[config.mk]
export PLATFORM = sky130hd
export DESIGN_NAME = mrgt_ram
export DESIGN_NICKNAME = d
export VERILOG_FILES = /design/src/design/mrgt_ram.sv
export SDC_FILE = /design/constraint.sdc
export NUM_CORES = 2
export LEC_CHECK = 0
export BUFFER_PORTS_ARGS = -buffer_cell sky130_fd_sc_hd__buf_2
export CAP_MARGIN = 20
export CORE_ASPECT_RATIO = 0.7
export CORE_UTILIZATION = 54
export CTS_CLUSTER_DIAMETER = 150
export DETAILED_ROUTE_END_ITERATION = 10
export HOLD_SLACK_MARGIN = 0.1
export PLACE_DENSITY = 0.7
export SYNTH_ARGS = -nofsm -noshare
export SYNTH_HDL_FRONTEND = slang
export SYNTH_SLANG_ARGS = --single-unit
[constraint.sdc]
create_clock -name clk_i -period 10 [get_ports clk_i]
set_input_delay 2.5 -clock clk_i [delete_from_list [all_inputs] [get_ports clk_i]]
set_output_delay 2.5 -clock clk_i [all_outputs]
set_load 0.01 [all_outputs]
[src/design/mrgt_ram.sv]
`timescale 1ns / 1ps
`default_nettype none

module mrgt_ram #(
  parameter int unsigned WIDTH = 64,
  parameter int unsigned DEPTH = 64
) (
  input  wire logic                     clk_i,
  input  wire logic                     we_i,
  input  wire logic [$clog2(DEPTH)-1:0] waddr_i,
  input  wire logic [WIDTH-1:0]         wdata_i,
  input  wire logic [$clog2(DEPTH)-1:0] raddr_i,
  output      logic [WIDTH-1:0]         rdata_o
);

  logic [WIDTH-1:0] mem_q [DEPTH];

  always_ff @(posedge clk_i) begin
    if (we_i) begin
      mem_q[waddr_i] <= wdata_i;
    end
    rdata_o <= mem_q[raddr_i];
  end

endmodule

`default_nettype wire
==> results.toml <==
[routing]
viasPerCell = 6.84
ant_nets = 0
drc_errors = 0
vias = 76200
wl_per_cell_um = 37.8
drtIter0Drc = 12200
dr.pass1.iters = 6
drt-total-wl_um = 421000

[sta]
rsz0062_at_grt = "no"
fin_crit_sh = 0.525
final-setup-viol-count = 0
tns_ns = 0
hold_viol_final = 0
finalMaxSlewViolations = 0
fmax_mhz = 190
slew_headroom = 0.207
setup_ws_ns = 4.75
fin_crit_ns = 5.25
skew_ns = 0.0668
max_slew.worst_pin.slew_ns = 1.19

[grt]
grt_overflow_total = 0
grt_max_degree = 98
grt_pass1_vias = 74900
antenna_found_initial = 38
grtUsageTotal = 0.288
grt_pass1_wl_um = 585000

[layout]
final_cells = 11100
nets = 7076
most-common-layout-cells = "edfxtp_1 (4096), mux4_2 (1024), clkbuf_16 (379)"
syn2layout_area_growth_pct = 12.2
mostFrequentLayoutCell = "edfxtp_1"
drive_above_1_share = 0.283

[critical_path]
crit_type = "input pin to flop"
cp_max_fo = 75
cp.required_ns = 10.80
r2r_cells = 5
r2r_start = "mem_q[11][44]$_DFFE_PP_"
cp-start-kind = "input pin"
r2r-end = "rdata_o[44]$_DFF_P_"
crit_arrival_ns = 6.05
cp-end-kind = "flop"
reg2reg_slack_ns = 7.44

[floorplan]
core_um2 = 287000
start_util = 0.545
io_pins = 142
fp.dieW_um = 645
dieArea_um2 = 292000
num_rows = 164
die_h_um = 452

[worst_hold_path]
hp-start = "mem_q[60][0]$_DFFE_PP_"
hold_path_end = "rdata_o[0]$_DFF_P_"
holdPathStages = 4
hold_path.class = "flop to flop"

[pwr]
clkPwrFrac = 0.406
p_int_w = 0.0280
ir_drop_mv = 0.160
power_density_nw_per_um2 = 203
p_leak_nw = 54.6
switchingPower_w = 0.00756
netSwitchingFraction = 0.212
power_w = 0.0356
p_seq_frac = 0.545
combPwrFrac = 0.049

[clocking]
insertion_delay_ns = 0.95
cts_setup_buffers = 0
cts_tree = "yes"
cts_hold_buf = 0
clockRootBuffer = "clkbuf_16"
clockBufferDepth = 4
cts_resized = 0
clkSinkCount = 4160
htreeDepth = 5
clkTransAtPathRegs_ns = 0.06
cts_made_buffers = 373

[place]
place_hpwl_um = 232000
gp_congestion = 0.834
dp_cells = 10400
place_ws_ns = 3.85
port_buffers = 141

[synthesis]
synthCells = 6598
synth.avg_cell_area_um2 = 23.7
synth.cell_area_um2 = 156000
synth.yosys.seq_area_share = 0.795
async_flop_share = 0
syn-num-nets = 6676
synth_seq_cells = 4160
yosys_warnings = 0
synth-edff-count = 4096
synthDistinctLibCells = 33
synthFlopType = "edfxtp_1"

[job]
drv_cap = 0

[status]
outcome = "finished clean"
-- power groups by stage --
stage                     sequential, W  combinational, W  clock (W)
after floorplan                  0.0197          0.000899          0
after global placement           0.0198           0.00167          0
after detailed placement         0.0198           0.00170          0
after CTS                        0.0194           0.00171     0.0146
after global routing             0.0194           0.00183     0.0152
final                            0.0194           0.00175     0.0144
-- sequential cells by signal, summed over array words and instances (netlist names) --
signal / count
mem_q: 4096
rdata_o: 64
-- synth_stat cells, types with 2 or more instances --
master	instances	share of area
edfxtp_1	4096	0.79
mux4_2	1024	0.15
buf_2	170	0.0054
a22oi_1	168	0.0081
clkbuf_1	140	0.0034
mux2i_1	135	0.0086
nor2_1	112	0.0027
a22o_1	88	0.0049
o22ai_1	83	0.0033
and3_1	64	0.0026
dfxtp_1	64	0.0082
a211oi_1	63	0.0030
nand2_1	58	0.0014
nand3_1	45	0.0014
o221ai_1	38	0.0021
buf_4	34	0.0016
or3_1	29	0.0012
nor2b_1	28	0.0011
or2_2	28	0.0011
a41oi_1	26	0.0015
buf_1	20	0.00048
a2bb2oi_1	19	0.0011
inv_1	19	0.00046
a31oi_1	18	0.00072
nand2b_1	11	0.00044
buf_6	6	0.00043
and2_1	3	0.00012
nand3b_1	2	0.000096
nand4_1	2	0.000080
nor3_1	2	0.000064
-- stage by stage --
stage / hold slack [ns] / utilization / area, um^2
floorplan: 0.788 / - / 156000
global placement: 0.817 / 0.567 / 162000
detailed placement: 0.824 / 0.567 / 163000
CTS: 0.828 / 0.609 / 175000
global route: 0.855 / 0.612 / 175000
finish: 0.827 / 0.612 / 175000
-- worst max-delay path, cell delays in order --
cell and delay, ns:
buf_8 0.66, buf_4 0.63, buf_4 0.72, mux4_2 0.41, a22oi_1 0.28, nand3_1 0.37
and3_1 0.32
-- cell families after synthesis --
kind of cell,Yosys count,share of synthesized area
and+or+nand+nor,386,0.0124
DFF,4160,0.795
buffers and inverters,389,0.0118
muxes,1159,0.156
AOI/OAI and AO/OA,504,0.0248
-- worst max-delay path by stage --
stage	from	to	slack (ns)	cells past startpoint
finish	raddr_i[1]	rdata_o[62]$_DFF_P_	4.75	7
global route	raddr_i[0]	rdata_o[37]$_DFF_P_	4.54	7
CTS	raddr_i[0]	rdata_o[3]$_DFF_P_	4.77	8
detailed placement	raddr_i[0]	rdata_o[3]$_DFF_P_	3.85	8
global placement	raddr_i[0]	rdata_o[3]$_DFF_P_	3.83	8
floorplan	waddr_i[3]	mem_q[48][0]$_DFFE_PP_	2.06	4
-- layout make-up --
class                           count  area, um^2
Antenna cell                       11        27.5
Clock buffer                      456        9850
Clock inverter                    226        2280
Fill cell                       18900      111000
Inverter                           19        71.3
Multi-Input combinational cell   2049       30800
Sequential cell                  4160      124000
Tap cell                         3818        4780
Timing Repair Buffer              395        3410
-- metal layers --
layer | wire (um) | GRT usage | vias up
met5 | 122 | 0 | -
met4 | 11600 | 0.0733 | 18
met3 | 59800 | 0.0887 | 695
met2 | 185000 | 0.414 | 5482
met1 | 165000 | 0.436 | 40700
li1 | - | - | 29300
Note: power is estimated with default switching activity, not from simulation.
